**config.mk**
```make
export PLATFORM = sky130hd
export DESIGN_NAME = spi_flash_command_sequencer_core
export DESIGN_NICKNAME = d
export VERILOG_FILES = /design/src/rtl/core/spifcs_pkg.sv /design/src/rtl/core/spifcs_queue.sv /design/src/rtl/core/spifcs_front.sv /design/src/rtl/core/spifcs_back.sv /design/src/rtl/core/spi_flash_command_sequencer_core.sv
export SDC_FILE = /design/constraint.sdc
export NUM_CORES = 1
export LEC_CHECK = 0
export BUFFER_PORTS_ARGS = -buffer_cell sky130_fd_sc_hd__buf_2
export CORE_ASPECT_RATIO = 1.5
export CORE_MARGIN = 2
export CORE_UTILIZATION = 40
export CTS_CLUSTER_SIZE = 8
export DETAILED_ROUTE_END_ITERATION = 12
export HOLD_SLACK_MARGIN = 0.1
export PLACE_DENSITY_LB_ADDON = 0.12
export SETUP_SLACK_MARGIN = 0.02
export SLEW_MARGIN = 5
export SYNTH_ARGS = -nofsm -noshare
export SYNTH_HDL_FRONTEND = slang
export SYNTH_SLANG_ARGS = --single-unit
```
**constraint.sdc**
```tcl
create_clock -name clk -period 8.2 [get_ports clk]
set_clock_uncertainty 0.1 [all_clocks]
set_input_delay 1.64 -clock clk [delete_from_list [all_inputs] [get_ports clk]]
set_output_delay 1.64 -clock clk [all_outputs]
set_load 0.01 [all_outputs]
```
**src/rtl/core/spifcs_pkg.sv**
```systemverilog
`timescale 1ns / 1ps

package spifcs_pkg;

  // Field widths
  localparam int ADDR_W = 24;
  localparam int BYTE_W = 8;

  // Page size of the device; must be a power of two
  localparam int PAGE_BYTES = 256;
  localparam logic [ADDR_W-1:0] PAGE_MASK = ADDR_W'(PAGE_BYTES - 1);

  // Descriptor queue between front and back
  localparam int QUEUE_DEPTH = 4;
  localparam int QUEUE_PTR_W = $clog2(QUEUE_DEPTH);
  localparam int QUEUE_CNT_W = $clog2(QUEUE_DEPTH + 1);

  // Configuration register indexes
  localparam int CFG_IDX_W = 3;
  localparam logic [CFG_IDX_W-1:0] CFG_READ_OP    = 3'd0;
  localparam logic [CFG_IDX_W-1:0] CFG_PROGRAM_OP = 3'd1;
  localparam logic [CFG_IDX_W-1:0] CFG_WREN_OP    = 3'd2;
  localparam logic [CFG_IDX_W-1:0] CFG_SECTOR_OP  = 3'd3;
  localparam logic [CFG_IDX_W-1:0] CFG_BLK32_OP   = 3'd4;
  localparam logic [CFG_IDX_W-1:0] CFG_BLK64_OP   = 3'd5;
  localparam logic [CFG_IDX_W-1:0] CFG_CHIP_OP    = 3'd6;

  // Request kinds on the input stream
  typedef enum logic [2:0] {
    REQ_READ         = 3'd0,
    REQ_PROGRAM      = 3'd1,
    REQ_SECTOR_ERASE = 3'd2,
    REQ_BLK32_ERASE  = 3'd3,
    REQ_BLK64_ERASE  = 3'd4,
    REQ_CHIP_ERASE   = 3'd5
  } req_t;

  // Framing actions on the output stream
  typedef enum logic [1:0] {
    ACT_SHIFT   = 2'd0,
    ACT_CS_HIGH = 2'd1,
    ACT_WAIT    = 2'd2
  } action_t;

  // Beat slots of one command, in the order they go out
  localparam int STEP_COUNT = 11;
  typedef enum logic [3:0] {
    STEP_CLOSE = 4'd0,   // deselect an open frame before an erase
    STEP_WAIT0 = 4'd1,
    STEP_WREN  = 4'd2,
    STEP_CS0   = 4'd3,
    STEP_OP    = 4'd4,
    STEP_A2    = 4'd5,
    STEP_A1    = 4'd6,
    STEP_A0    = 4'd7,
    STEP_BODY  = 4'd8,
    STEP_CS1   = 4'd9,
    STEP_WAIT1 = 4'd10
  } step_t;

  // Command descriptor handed from front to back
  typedef struct packed {
    logic [STEP_COUNT-1:0] mask;     // slots to emit
    logic [BYTE_W-1:0]     wren_op;
    logic [BYTE_W-1:0]     opcode;
    logic [ADDR_W-1:0]     addr;
    logic [BYTE_W-1:0]     data;
    logic                  capture;  // body is a captured dummy byte
  } desc_t;

endpackage

```
**src/rtl/core/spifcs_queue.sv**
```systemverilog
`timescale 1ns / 1ps

module spifcs_queue (
  input  logic                 clk,
  input  logic                 rst,
  input  logic                 push,
  input  spifcs_pkg::desc_t    push_desc,
  output logic                 full,
  input  logic                 pop,
  output spifcs_pkg::desc_t    head_desc,
  output logic                 head_valid
);
  import spifcs_pkg::*;

  desc_t                  entries [QUEUE_DEPTH];
  logic [QUEUE_PTR_W-1:0] wr_ptr;
  logic [QUEUE_PTR_W-1:0] rd_ptr;
  logic [QUEUE_CNT_W-1:0] count;
  logic                   do_push;
  logic                   do_pop;

  assign full       = (count == QUEUE_CNT_W'(QUEUE_DEPTH));
  assign head_valid = (count != '0);
  assign head_desc  = entries[rd_ptr];
  assign do_push    = push && !full;
  assign do_pop     = pop && head_valid;

  // Store descriptors
  always_ff @(posedge clk) begin
    if (do_push) begin
      entries[wr_ptr] <= push_desc;
    end
  end

  // Advance pointers and fill level
  always_ff @(posedge clk) begin
    if (rst) begin
      wr_ptr <= '0;
      rd_ptr <= '0;
      count  <= '0;
    end else begin
      if (do_push) begin
        wr_ptr <= wr_ptr + 1'b1;
      end
      if (do_pop) begin
        rd_ptr <= rd_ptr + 1'b1;
      end
      case ({do_push, do_pop})
        2'b10:   count <= count + 1'b1;
        2'b01:   count <= count - 1'b1;
        default: count <= count;
      endcase
    end
  end

endmodule

```
**src/rtl/core/spifcs_front.sv**
```systemverilog
`timescale 1ns / 1ps

module spifcs_front (
  input  logic                          clk,
  input  logic                          rst,
  input  logic                          in_valid,
  output logic                          in_ready,
  input  logic [2:0]                    req_type,
  input  logic [spifcs_pkg::ADDR_W-1:0] address,
  input  logic [spifcs_pkg::BYTE_W-1:0] data_byte,
  input  logic                          first_item,
  input  logic                          last_item,
  input  logic                          cfg_we,
  input  logic [spifcs_pkg::CFG_IDX_W-1:0] cfg_index,
  input  logic [spifcs_pkg::BYTE_W-1:0] cfg_data,
  output logic                          push,
  output spifcs_pkg::desc_t             push_desc,
  input  logic                          queue_full
);
  import spifcs_pkg::*;

  logic [BYTE_W-1:0] read_op;
  logic [BYTE_W-1:0] program_op;
  logic [BYTE_W-1:0] wren_op;
  logic [BYTE_W-1:0] sector_op;
  logic [BYTE_W-1:0] blk32_op;
  logic [BYTE_W-1:0] blk64_op;
  logic [BYTE_W-1:0] chip_op;

  logic              frame_open;
  logic              frame_open_next;
  logic [ADDR_W-1:0] running_address;
  logic [ADDR_W-1:0] running_address_next;

  logic              accept;
  logic              known;
  logic [ADDR_W-1:0] run_addr;
  logic [ADDR_W-1:0] run_addr_inc;
  logic              page_end;
  desc_t             desc;

  assign in_ready = !queue_full;
  assign accept   = in_valid && in_ready;
  assign push     = accept && known;
  assign push_desc = desc;

  // Address of this run byte and of the one after it
  assign run_addr     = (!frame_open && first_item) ? address : running_address;
  assign run_addr_inc = run_addr + 1'b1;
  assign page_end     = ((run_addr_inc & PAGE_MASK) == '0);

  // Classify the item and build its command descriptor
  always_comb begin
    desc                 = '0;
    desc.wren_op         = wren_op;
    desc.data            = data_byte;
    desc.addr            = address;
    known                = 1'b1;
    frame_open_next      = frame_open;
    running_address_next = running_address;
    unique case (req_type)
      REQ_PROGRAM: begin
        desc.addr   = run_addr;
        desc.opcode = program_op;
        if (!frame_open) begin
          desc.mask[STEP_WAIT0] = 1'b1;
          desc.mask[STEP_WREN]  = 1'b1;
          desc.mask[STEP_CS0]   = 1'b1;
          desc.mask[STEP_OP]    = 1'b1;
          desc.mask[STEP_A2]    = 1'b1;
          desc.mask[STEP_A1]    = 1'b1;
          desc.mask[STEP_A0]    = 1'b1;
        end
        desc.mask[STEP_BODY] = 1'b1;
        if (last_item || page_end) begin
          desc.mask[STEP_CS1]   = 1'b1;
          desc.mask[STEP_WAIT1] = 1'b1;
          frame_open_next       = 1'b0;
        end else begin
          frame_open_next = 1'b1;
        end
        running_address_next = run_addr_inc;
      end
      REQ_READ: begin
        desc.addr    = run_addr;
        desc.opcode  = read_op;
        desc.capture = 1'b1;
        if (!frame_open) begin
          desc.mask[STEP_OP] = 1'b1;
          desc.mask[STEP_A2] = 1'b1;
          desc.mask[STEP_A1] = 1'b1;
          desc.mask[STEP_A0] = 1'b1;
        end
        desc.mask[STEP_BODY] = 1'b1;
        desc.mask[STEP_CS1]  = last_item;
        frame_open_next      = !last_item;
        running_address_next = run_addr_inc;
      end
      REQ_SECTOR_ERASE, REQ_BLK32_ERASE, REQ_BLK64_ERASE, REQ_CHIP_ERASE: begin
        unique case (req_type)
          REQ_SECTOR_ERASE: desc.opcode = sector_op;
          REQ_BLK32_ERASE:  desc.opcode = blk32_op;
          REQ_BLK64_ERASE:  desc.opcode = blk64_op;
          default:          desc.opcode = chip_op;
        endcase
        desc.mask[STEP_CLOSE] = frame_open;
        desc.mask[STEP_WAIT0] = 1'b1;
        desc.mask[STEP_WREN]  = 1'b1;
        desc.mask[STEP_CS0]   = 1'b1;
        desc.mask[STEP_OP]    = 1'b1;
        if (req_type != REQ_CHIP_ERASE) begin
          desc.mask[STEP_A2] = 1'b1;
          desc.mask[STEP_A1] = 1'b1;
          desc.mask[STEP_A0] = 1'b1;
        end
        desc.mask[STEP_CS1]   = 1'b1;
        desc.mask[STEP_WAIT1] = 1'b1;
        frame_open_next       = 1'b0;
      end
      default: begin
        // unused request codes: drop the item, keep the state
        known = 1'b0;
      end
    endcase
  end

  // Hold frame state across items
  always_ff @(posedge clk) begin
    if (rst) begin
      frame_open      <= 1'b0;
      running_address <= '0;
    end else if (accept) begin
      frame_open      <= frame_open_next;
      running_address <= running_address_next;
    end
  end

  // Opcode registers
  always_ff @(posedge clk) begin
    if (rst) begin
      read_op    <= 8'h03;
      program_op <= 8'h02;
      wren_op    <= 8'h06;
      sector_op  <= 8'h20;
      blk32_op   <= 8'h52;
      blk64_op   <= 8'hD8;
      chip_op    <= 8'hC7;
    end else if (cfg_we) begin
      unique case (cfg_index)
        CFG_READ_OP:    read_op    <= cfg_data;
        CFG_PROGRAM_OP: program_op <= cfg_data;
        CFG_WREN_OP:    wren_op    <= cfg_data;
        CFG_SECTOR_OP:  sector_op  <= cfg_data;
        CFG_BLK32_OP:   blk32_op   <= cfg_data;
        CFG_BLK64_OP:   blk64_op   <= cfg_data;
        CFG_CHIP_OP:    chip_op    <= cfg_data;
        default:        ;
      endcase
    end
  end

endmodule

```
**src/rtl/core/spifcs_back.sv**
```systemverilog
`timescale 1ns / 1ps

module spifcs_back (
  input  logic                          clk,
  input  logic                          rst,
  input  logic                          head_valid,
  input  spifcs_pkg::desc_t             head_desc,
  output logic                          pop,
  output logic                          out_valid,
  input  logic                          out_ready,
  output logic [1:0]                    action,
  output logic [spifcs_pkg::BYTE_W-1:0] spi_byte,
  output logic                          capture_read,
  output logic                          run_done
);
  import spifcs_pkg::*;

  desc_t                 cur;
  logic [STEP_COUNT-1:0] cur_mask;
  logic [STEP_COUNT-1:0] mask_rest;
  logic                  advance;
  logic                  last_beat;
  step_t                 step;
  action_t               beat_action;
  logic [BYTE_W-1:0]     beat_byte;
  logic                  beat_capture;

  // Pick the lowest pending slot
  always_comb begin
    step = STEP_CLOSE;
    for (int i = STEP_COUNT - 1; i >= 0; i--) begin
      if (cur_mask[i]) begin
        step = step_t'(4'(i));
      end
    end
  end

  assign mask_rest = cur_mask & (cur_mask - 1'b1);
  assign last_beat = (mask_rest == '0);
  assign advance   = (cur_mask != '0) && (!out_valid || out_ready);
  assign pop       = head_valid && ((cur_mask == '0) || (advance && last_beat));

  // Decode the slot into a beat
  always_comb begin
    beat_action  = ACT_SHIFT;
    beat_byte    = '0;
    beat_capture = 1'b0;
    unique case (step)
      STEP_CLOSE: beat_action = ACT_CS_HIGH;
      STEP_WAIT0: beat_action = ACT_WAIT;
      STEP_WREN:  beat_byte   = cur.wren_op;
      STEP_CS0:   beat_action = ACT_CS_HIGH;
      STEP_OP:    beat_byte   = cur.opcode;
      STEP_A2:    beat_byte   = cur.addr[23:16];
      STEP_A1:    beat_byte   = cur.addr[15:8];
      STEP_A0:    beat_byte   = cur.addr[7:0];
      STEP_BODY: begin
        beat_byte    = cur.capture ? 8'h00 : cur.data;
        beat_capture = cur.capture;
      end
      STEP_CS1:   beat_action = ACT_CS_HIGH;
      STEP_WAIT1: beat_action = ACT_WAIT;
      default:    beat_action = ACT_SHIFT;
    endcase
  end

  // Load the next command and retire slots
  always_ff @(posedge clk) begin
    if (rst) begin
      cur_mask <= '0;
    end else if (pop) begin
      cur_mask <= head_desc.mask;
    end else if (advance) begin
      cur_mask <= mask_rest;
    end
  end

  always_ff @(posedge clk) begin
    if (pop) begin
      cur <= head_desc;
    end
  end

  // Output register
  always_ff @(posedge clk) begin
    if (rst) begin
      out_valid <= 1'b0;
    end else if (advance) begin
      out_valid <= 1'b1;
    end else if (out_ready) begin
      out_valid <= 1'b0;
    end
  end

  always_ff @(posedge clk) begin
    if (advance) begin
      action       <= beat_action;
      spi_byte     <= beat_byte;
      capture_read <= beat_capture;
      run_done     <= last_beat;
    end
  end

endmodule

```
**src/rtl/core/spi_flash_command_sequencer_core.sv**
```systemverilog
`timescale 1ns / 1ps

// SPI NOR flash command sequencer. Each input beat is one byte of a read or
// program run, or one erase request; it is classified combinationally and
// turned into a command descriptor that waits in a four-entry queue. The back
// end expands each descriptor into 1 to 10 output beats (shift a byte, raise
// chip select, wait while busy), one beat per cycle while m_tready allows, the
// last one flagged in tlast. An input beat is taken every cycle while the queue
// has room, so the sustained rate is set by the number of output beats per
// item and by m_tready: as few as one output beat for a frame-continuing byte,
// up to ten at the start of a page segment or for an erase. Program runs close
// at every page boundary of PAGE_BYTES. Opcodes are to be written through the
// cfg port only while the block is idle; the block itself does not enforce it.
module spi_flash_command_sequencer_core (
  input  logic        clk,
  input  logic        rst,
  input  logic        s_tvalid,
  output logic        s_tready,
  input  logic [39:0] s_tdata,   // address[23:0], data_byte[31:24], first_item[32], zero
  input  logic [2:0]  s_tuser,   // req_type[2:0]
  input  logic        s_tlast,   // last_item
  output logic        m_tvalid,
  input  logic        m_tready,
  output logic [7:0]  m_tdata,   // spi_byte[7:0]
  output logic [2:0]  m_tuser,   // action[1:0], capture_read[2]
  output logic        m_tlast,   // run_done
  input  logic        cfg_we,
  input  logic [spifcs_pkg::CFG_IDX_W-1:0] cfg_index,
  input  logic [7:0]  cfg_data
);
  import spifcs_pkg::*;

  logic  push;
  desc_t push_desc;
  logic  queue_full;
  logic  pop;
  desc_t head_desc;
  logic  head_valid;
  logic  capture_read;
  logic [1:0] action;

  spifcs_front u_front (
    .clk        (clk),
    .rst        (rst),
    .in_valid   (s_tvalid),
    .in_ready   (s_tready),
    .req_type   (s_tuser),
    .address    (s_tdata[23:0]),
    .data_byte  (s_tdata[31:24]),
    .first_item (s_tdata[32]),
    .last_item  (s_tlast),
    .cfg_we     (cfg_we),
    .cfg_index  (cfg_index),
    .cfg_data   (cfg_data),
    .push       (push),
    .push_desc  (push_desc),
    .queue_full (queue_full)
  );

  spifcs_queue u_queue (
    .clk        (clk),
    .rst        (rst),
    .push       (push),
    .push_desc  (push_desc),
    .full       (queue_full),
    .pop        (pop),
    .head_desc  (head_desc),
    .head_valid (head_valid)
  );

  spifcs_back u_back (
    .clk          (clk),
    .rst          (rst),
    .head_valid   (head_valid),
    .head_desc    (head_desc),
    .pop          (pop),
    .out_valid    (m_tvalid),
    .out_ready    (m_tready),
    .action       (action),
    .spi_byte     (m_tdata),
    .capture_read (capture_read),
    .run_done     (m_tlast)
  );

  assign m_tuser = {capture_read, action};

endmodule

```
# Word-level counts from Yosys, hierarchy flattened
# Memories as Yosys holds them, arrays and structs flattened. A register that Yosys moved wholly into a read port is not among the register bits.
# Index checks and enable logic that the tools add are counted.
# totals
ff_bits	161
ram_bits	240
in_bits	60
output_inout_bits	14
elab_cells	138
memories	1
# classes
n_addsub	6
n_eq_ne	25
muxes	41
n_bitwise	1
n_reduce_logical	41
# mem_list
memory	words	width	rd	rd_ports_with_merged_regs	wr	line_no	text
u_queue.entries	4	60	1	1	1	spifcs_queue.sv:15	desc_t entries [QUEUE_DEPTH];
# op_table
op	n
24-bit 2-to-1 mux	2
4-bit 2-to-1 mux	12
8-bit case mux with 3 select lines	2
8-bit case mux with 6 select lines	1
24-bit by 1-bit adder with 24-bit output, second input constant	1
24-bit zero test	1
11-bit zero test	2
11-bit 2-to-1 mux	2
3-bit == test, second input constant	6
2-bit AND reduction	9
4-bit by 3-bit == test with 1-bit output, second input constant	4
3-bit by 2-bit == test with 1-bit output, second input constant	4
4-bit == test, second input constant	3
3-bit case mux with 2 select lines	2
4-bit case mux with 3 select lines	1
11-bit bitwise AND	1
11-bit nonzero test	1
11-bit by 1-bit subtractor with 11-bit output, second input constant	1
1-bit 2-to-1 mux	9
4-bit by 2-bit == test with 1-bit output, second input constant	2
1-bit logical AND	8
8-bit 2-to-1 mux	1
7-bit 2-to-1 mux	1
3-bit by 1-bit == test with 1-bit output, second input constant	2
other kinds (22)	36

# Longest topological paths before layout
# logic_depth
depth_word	14
ltp_mapped	12
ltp_nobuf	10

# Modules after synthesis
# From an unflattened synthesis, not the netlist that was laid out.
# hier_totals
cells_unflattened	1251
area_unflattened_um2	17072.6
# modules_own_cells
module	instances	cells_each	area_per_inst_um2	seq_area_each_um2
spifcs_queue	1	366	9198.8	7387.1
spifcs_front	1	646	4812.1	1621.6
spifcs_back	1	238	3054.2	2072.0
spi_flash_command_sequencer_core	1	1	7.5	0.0

# Least setup slack after synthesis
# OpenSTA, ideal clock, no wires.
# synth_timing
path_type	input -> register
from	in m_tready
to	reg u_queue.count[2]
setup_time_ps	70
t_arrival_ps	5230
t_required_ps	8030
path_slack_ps	2799
stages	8
n_path_buf	0
path_cell_list	nand2b_1 a31oi_1 nor2_1 ha_1 fa_1 xnor2_1 or3_1 a21oi_1
# synth_via
elab_chain_cells	8
word_cells_on_any_way	10
cone_classes	eq/ne (2); mux (1); reduce/logical (7)
# synth_lines
element	line_no	text
start: declaration	spi_flash_command_sequencer_core.sv:23	input logic m_tready,
1-bit logical OR *	spifcs_back.sv:40	assign advance = (cur_mask != '0) && (!out_valid || out_ready);
1-bit logical AND *	spifcs_back.sv:40	
1-bit logical AND *	spifcs_back.sv:41	assign pop = head_valid && ((cur_mask == '0) || (advance && last_beat));
1-bit logical OR *	spifcs_back.sv:41	
1-bit logical AND *	spifcs_back.sv:41	
1-bit logical AND *	spifcs_queue.sv:26	assign do_pop = pop && head_valid;
2-bit by 1-bit == test with 1-bit output / 2-bit == test (equally long branches)	spifcs_queue.sv:48	case ({do_push, do_pop})
3-bit case mux with 2 select lines / 2-bit nonzero test (equally long branches)	n/a	
end signal: assignment	spifcs_queue.sv:49	2'b10: count <= count + 1'b1;
end signal: assignment	spifcs_queue.sv:50	2'b01: count <= count - 1'b1;
end signal: assignment	spifcs_queue.sv:51	default: count <= count;
end: declaration	spifcs_queue.sv:18	logic [QUEUE_CNT_W-1:0] count;
# Every way passes the cells marked *; elsewhere a longest branch is shown, timed or not.
# A chain may end at the register's enable or synchronous reset.

==> PnR_summary.wiki <==
{| class="wikitable"
! Metric !! Value
|-
| Latest clock arrival within the worst-skew pair || 0.57 ns
|-
| Leading cell types by total area after synthesis || sky130_fd_sc_hd__edfxtp_1, sky130_fd_sc_hd__dfxtp_1, sky130_fd_sc_hd__mux4_2, sky130_fd_sc_hd__nand2_1, sky130_fd_sc_hd__a21oi_1
|-
| Wire per inst || 21.54 microns
|-
| Critical setup path kind || in2reg
|-
| Clock slew at the register clock pins of the worst setup and hold paths || 0.05 ns
|-
| Max Clock Freq || 243.6 MHz
|-
| Setup crit end kind || flip-flop
|-
| Initial antenna violation count || 1
|-
| Top Ports || 74
|-
| Share of cells above drive strength 1 || 18.46%
|-
| Die Outline Area || 42460 sq um
|-
| Initial Utilization || 40.59%
|-
| Rel. slew slack || 25.93%
|-
| Number of instances resized during post-cts repair || 0
|-
| VDD IR max || 0.1730 mV
|-
| Number of nets in the final layout || 1360
|-
| Leakage Power || 6.345 nW
|-
| Required time of the critical path || 8.40 ns
|-
| Width of the chip || 168.9 microns
|-
| Multi-input gate area in the final layout || 5420 sq um
|-
| Proportion of register bits with asynchronous set or reset after synthesis || 0%
|-
| Mapped Area || 16320 sq um
|-
| Max-cap viol count || 0
|-
| Number of buffers added on ports || 66
|-
| Register area || 10610 sq um
|-
| Cell count after synthesis || 1211
|-
| Total clock sinks || 387
|-
| Detailed-routing iteration count for the pre-antenna-repair pass || 4
|-
| DR vias/cell || 5.623
|-
| Combined global-route utilization of all metal layers || 18.71%
|-
| H-Tree Depth || 2
|-
| Sequential element share of the synthesized area || 64.96%
|-
| Clk Tree Root Cell || sky130_fd_sc_hd__clkbuf_16
|-
| Filler cells || 3554
|-
| Data arrival at the endpoint of the critical path || 4.30 ns
|-
| Number of standard-cell rows in the floorplan || 90
|-
| Final period demand of the worst path || 4.105 ns
|-
| Final routed wirelength across all metal layers || 39.37 mm
|-
| TritonCTS clock tree || built
|-
| Maximum number of pins on one net before global-route repair || 71
|-
| Via count of the first global-routing pass || 10500
|-
| Result of the run || completed
|-
| Clock buffers created by TritonCTS || 54
|-
| Setup ws final || 4.095 ns
|-
| TNS Setup || 0 ns
|-
| Worst-path fanout max || 40
|-
| Global route overflow || 0
|-
| Largest area contributor in the netlist || sky130_fd_sc_hd__edfxtp_1
|-
| Dpl hpwl || 25.27 mm
|-
| Drt initial violations || 705
|-
| Max-slew violation count || 0
|-
| Worst setup timing slack at the placement stage || 3.528 ns
|-
| Fraction of synthesized cell area taken by the top area cell type || 52.45%
|-
| Tot Pwr || 6.209 mW
|-
| Count of flip-flops with a built-in enable after synthesis || 285
|-
| Startpoint class of the critical path || input port
|-
| Area of the core || 40200 sq um
|-
| Worst Tran Pin Value || 1.103 ns
|-
| Warning count from the yosys run || 0
|-
| Share of the clock period used by the worst path || 50.06%
|-
| Setup repair after global routing missed its margin || no
|-
| Final weighted congestion of routability-driven global placement || 0.8001
|-
| Global-route wire length before repair || 61.04 mm
|-
| P per Cell Area || 331.6 nW/um^2
|-
| Yosys reg bits || 387
|-
| Overall via count from detail_route || 10280
|-
| Setup-failing EPs final || 0
|-
| Count of final hold-check violations || 0
|-
| Max Root-Sink Buffers || 3
|-
| Signed area change from the synthesized netlist to the final layout || 14.74%
|-
| Routed Antenna Nets || 0
|-
| # hold bufs at CTS || 0
|-
| Syn nets || 1281
|-
| Number of antenna cells inserted || 0
|-
| Postcts setup bufs || 0
|-
| Die boundary height || 251.4 microns
|-
| DRC violations left || 0
|-
| Final-layout worst hold slack || 0.3493 ns
|-
| Path type of the worst min-delay path || reg2reg
|-
| Top_reg_cell synth || sky130_fd_sc_hd__edfxtp_1
|-
| Number of distinct library cell variants in the gate-level netlist after synthesis || 71
|-
| Mean instance size in the synthesized netlist || 13.47 sq um
|}
## state kept, by name, indices dropped and copies added (netlist names), 3 cells and up, named ones only
signal	count
u_back.cur	49
u_back.cur_mask	11
u_back.spi_byte	8
u_front.blk32_op	8
u_front.blk64_op	8
u_front.chip_op	8
u_front.program_op	8
u_front.read_op	8
u_front.running_address	24
u_front.sector_op	8
u_front.wren_op	8
u_queue.count	3
u_queue.entries	224
## worst max-delay path, cell delays in order
cell	delay, ns
sky130_fd_sc_hd__buf_2	0.13
sky130_fd_sc_hd__nand2b_4	0.43
sky130_fd_sc_hd__mux2i_1	0.53
sky130_fd_sc_hd__nand4_1	0.33
sky130_fd_sc_hd__o22ai_1	0.54
sky130_fd_sc_hd__a311oi_1	0.20
sky130_fd_sc_hd__nor3_1	0.47
## power breakdown
group	internal (mW)	switching, mW
Sequential	2.54	0.154
Clock	1.24	0.796
Combinational	0.543	0.938
Total	4.32	1.89
## cell families (layout without fill, tap and decap cells)
family / count (synthesis) / after routing / synth area share [%]
compound gates: 242 / 242 / 9.884
xor+xnor: 8 / 8 / 0.4294
simple gates: 370 / 370 / 10.44
buf+inv: 79 / 190 / 1.917
fa+ha+maj: 11 / 11 / 0.8741
flops: 387 / 387 / 64.96
mux: 114 / 114 / 11.49
## layout make-up
cell class,count,area share (%)
Clock buffer,84,7.819
Clock inverter,4,0.3408
Inverter,17,0.3408
Multi-Input combinational cell,745,28.95
Timing Repair Buffer,85,2.526
Tap cell,506,3.381
Sequential cell,387,56.64
## layer usage
metal	GRT usage (%)	share of wire [%]	wire length (microns)
met2	33.57	52	20390
met4	5.837	2.3	895
met5	0	0	0
met3	2.739	3.7	1468
met1	23.18	42	16620
## cell usage in the layout (no fill, tap or decap), types with 5 or more instances in the layout
master                      synthesis  final
sky130_fd_sc_hd__a221oi_1           7      7
sky130_fd_sc_hd__xnor2_1            5      5
sky130_fd_sc_hd__dfxtp_1          102    100
sky130_fd_sc_hd__o22ai_1            5      5
sky130_fd_sc_hd__ha_1               9      9
sky130_fd_sc_hd__clkbuf_1          45     30
sky130_fd_sc_hd__mux2i_1           31     31
sky130_fd_sc_hd__a31oi_1           10     10
sky130_fd_sc_hd__mux4_2            56     56
sky130_fd_sc_hd__nor4_1             5      5
sky130_fd_sc_hd__buf_2              4     66
sky130_fd_sc_hd__a22oi_1           22     22
sky130_fd_sc_hd__o31ai_1            8      8
sky130_fd_sc_hd__a32oi_1            8      8
sky130_fd_sc_hd__o21ai_0           29     29
sky130_fd_sc_hd__a21oi_1           87     87
sky130_fd_sc_hd__edfxtp_1         285    285
sky130_fd_sc_hd__nor3_1            19     19
sky130_fd_sc_hd__nand2b_1           6      6
sky130_fd_sc_hd__nor2b_1           10      9
sky130_fd_sc_hd__o211ai_1           6      6
sky130_fd_sc_hd__nand3_1           55     55
sky130_fd_sc_hd__o2bb2ai_1          7      7
sky130_fd_sc_hd__and2_1            12      8
sky130_fd_sc_hd__or3_1              8      8
sky130_fd_sc_hd__a21o_1             7      7
sky130_fd_sc_hd__mux2_2            27     27
sky130_fd_sc_hd__nand2_1          166    166
sky130_fd_sc_hd__inv_1             15     15
sky130_fd_sc_hd__nor2_1            58     57
sky130_fd_sc_hd__and3_1             8      8
sky130_fd_sc_hd__buf_4              1     19
sky130_fd_sc_hd__or4_1              6      6
sky130_fd_sc_hd__clkbuf_16          0     54
## cell usage after synthesis, types with 4 or more instances
cell type	count
sky130_fd_sc_hd__a22oi_1	22
sky130_fd_sc_hd__a32oi_1	8
sky130_fd_sc_hd__nor4_1	5
sky130_fd_sc_hd__o2bb2ai_1	7
sky130_fd_sc_hd__mux4_2	56
sky130_fd_sc_hd__nor2_1	58
sky130_fd_sc_hd__xnor2_1	5
sky130_fd_sc_hd__buf_1	11
sky130_fd_sc_hd__nor3_1	19
sky130_fd_sc_hd__clkbuf_1	45
sky130_fd_sc_hd__buf_2	4
sky130_fd_sc_hd__o31ai_1	8
sky130_fd_sc_hd__a21oi_1	87
sky130_fd_sc_hd__mux2_2	27
sky130_fd_sc_hd__nand4_1	4
sky130_fd_sc_hd__or3_1	8
sky130_fd_sc_hd__nand2b_1	6
sky130_fd_sc_hd__mux2i_1	31
sky130_fd_sc_hd__edfxtp_1	285
sky130_fd_sc_hd__inv_1	15
sky130_fd_sc_hd__and2_1	12
sky130_fd_sc_hd__o211ai_1	6
sky130_fd_sc_hd__ha_1	9
sky130_fd_sc_hd__and3_1	8
sky130_fd_sc_hd__nand3_1	55
sky130_fd_sc_hd__o21ai_0	29
sky130_fd_sc_hd__a21o_1	7
sky130_fd_sc_hd__o22ai_1	5
sky130_fd_sc_hd__or4_1	6
sky130_fd_sc_hd__nand2_1	166
sky130_fd_sc_hd__a221oi_1	7
sky130_fd_sc_hd__nor2b_1	10
sky130_fd_sc_hd__dfxtp_1	102
sky130_fd_sc_hd__a31oi_1	10
## final timing paths
kind                      startpoint                     end  slack, ns  cells past startpoint
hold / removal    u_front.read_op[2]      u_front.read_op[2]       0.35                      2
setup reg to reg  u_back.cur_mask[0]        u_queue.count[2]       4.10                     11
hold reg to reg   u_front.read_op[2]      u_front.read_op[2]       0.35                      2
setup / recovery         s_tdata[32]  u_queue.entries[0][58]       4.09                      7
## metrics by stage
step / util, % / area [sq um] / cells
6_report: 46.57 / 18720 / 1828
4_1_cts: 46.57 / 18720 / 1828
3_5_place_dp: 42.77 / 17200 / 1740
3_3_place_gp: 42.77 / 17200 / 1740
2_1_floorplan: - / 16320 / 1211
5_1_grt: 46.57 / 18720 / 1828
Power figures use the tool's default switching activity.
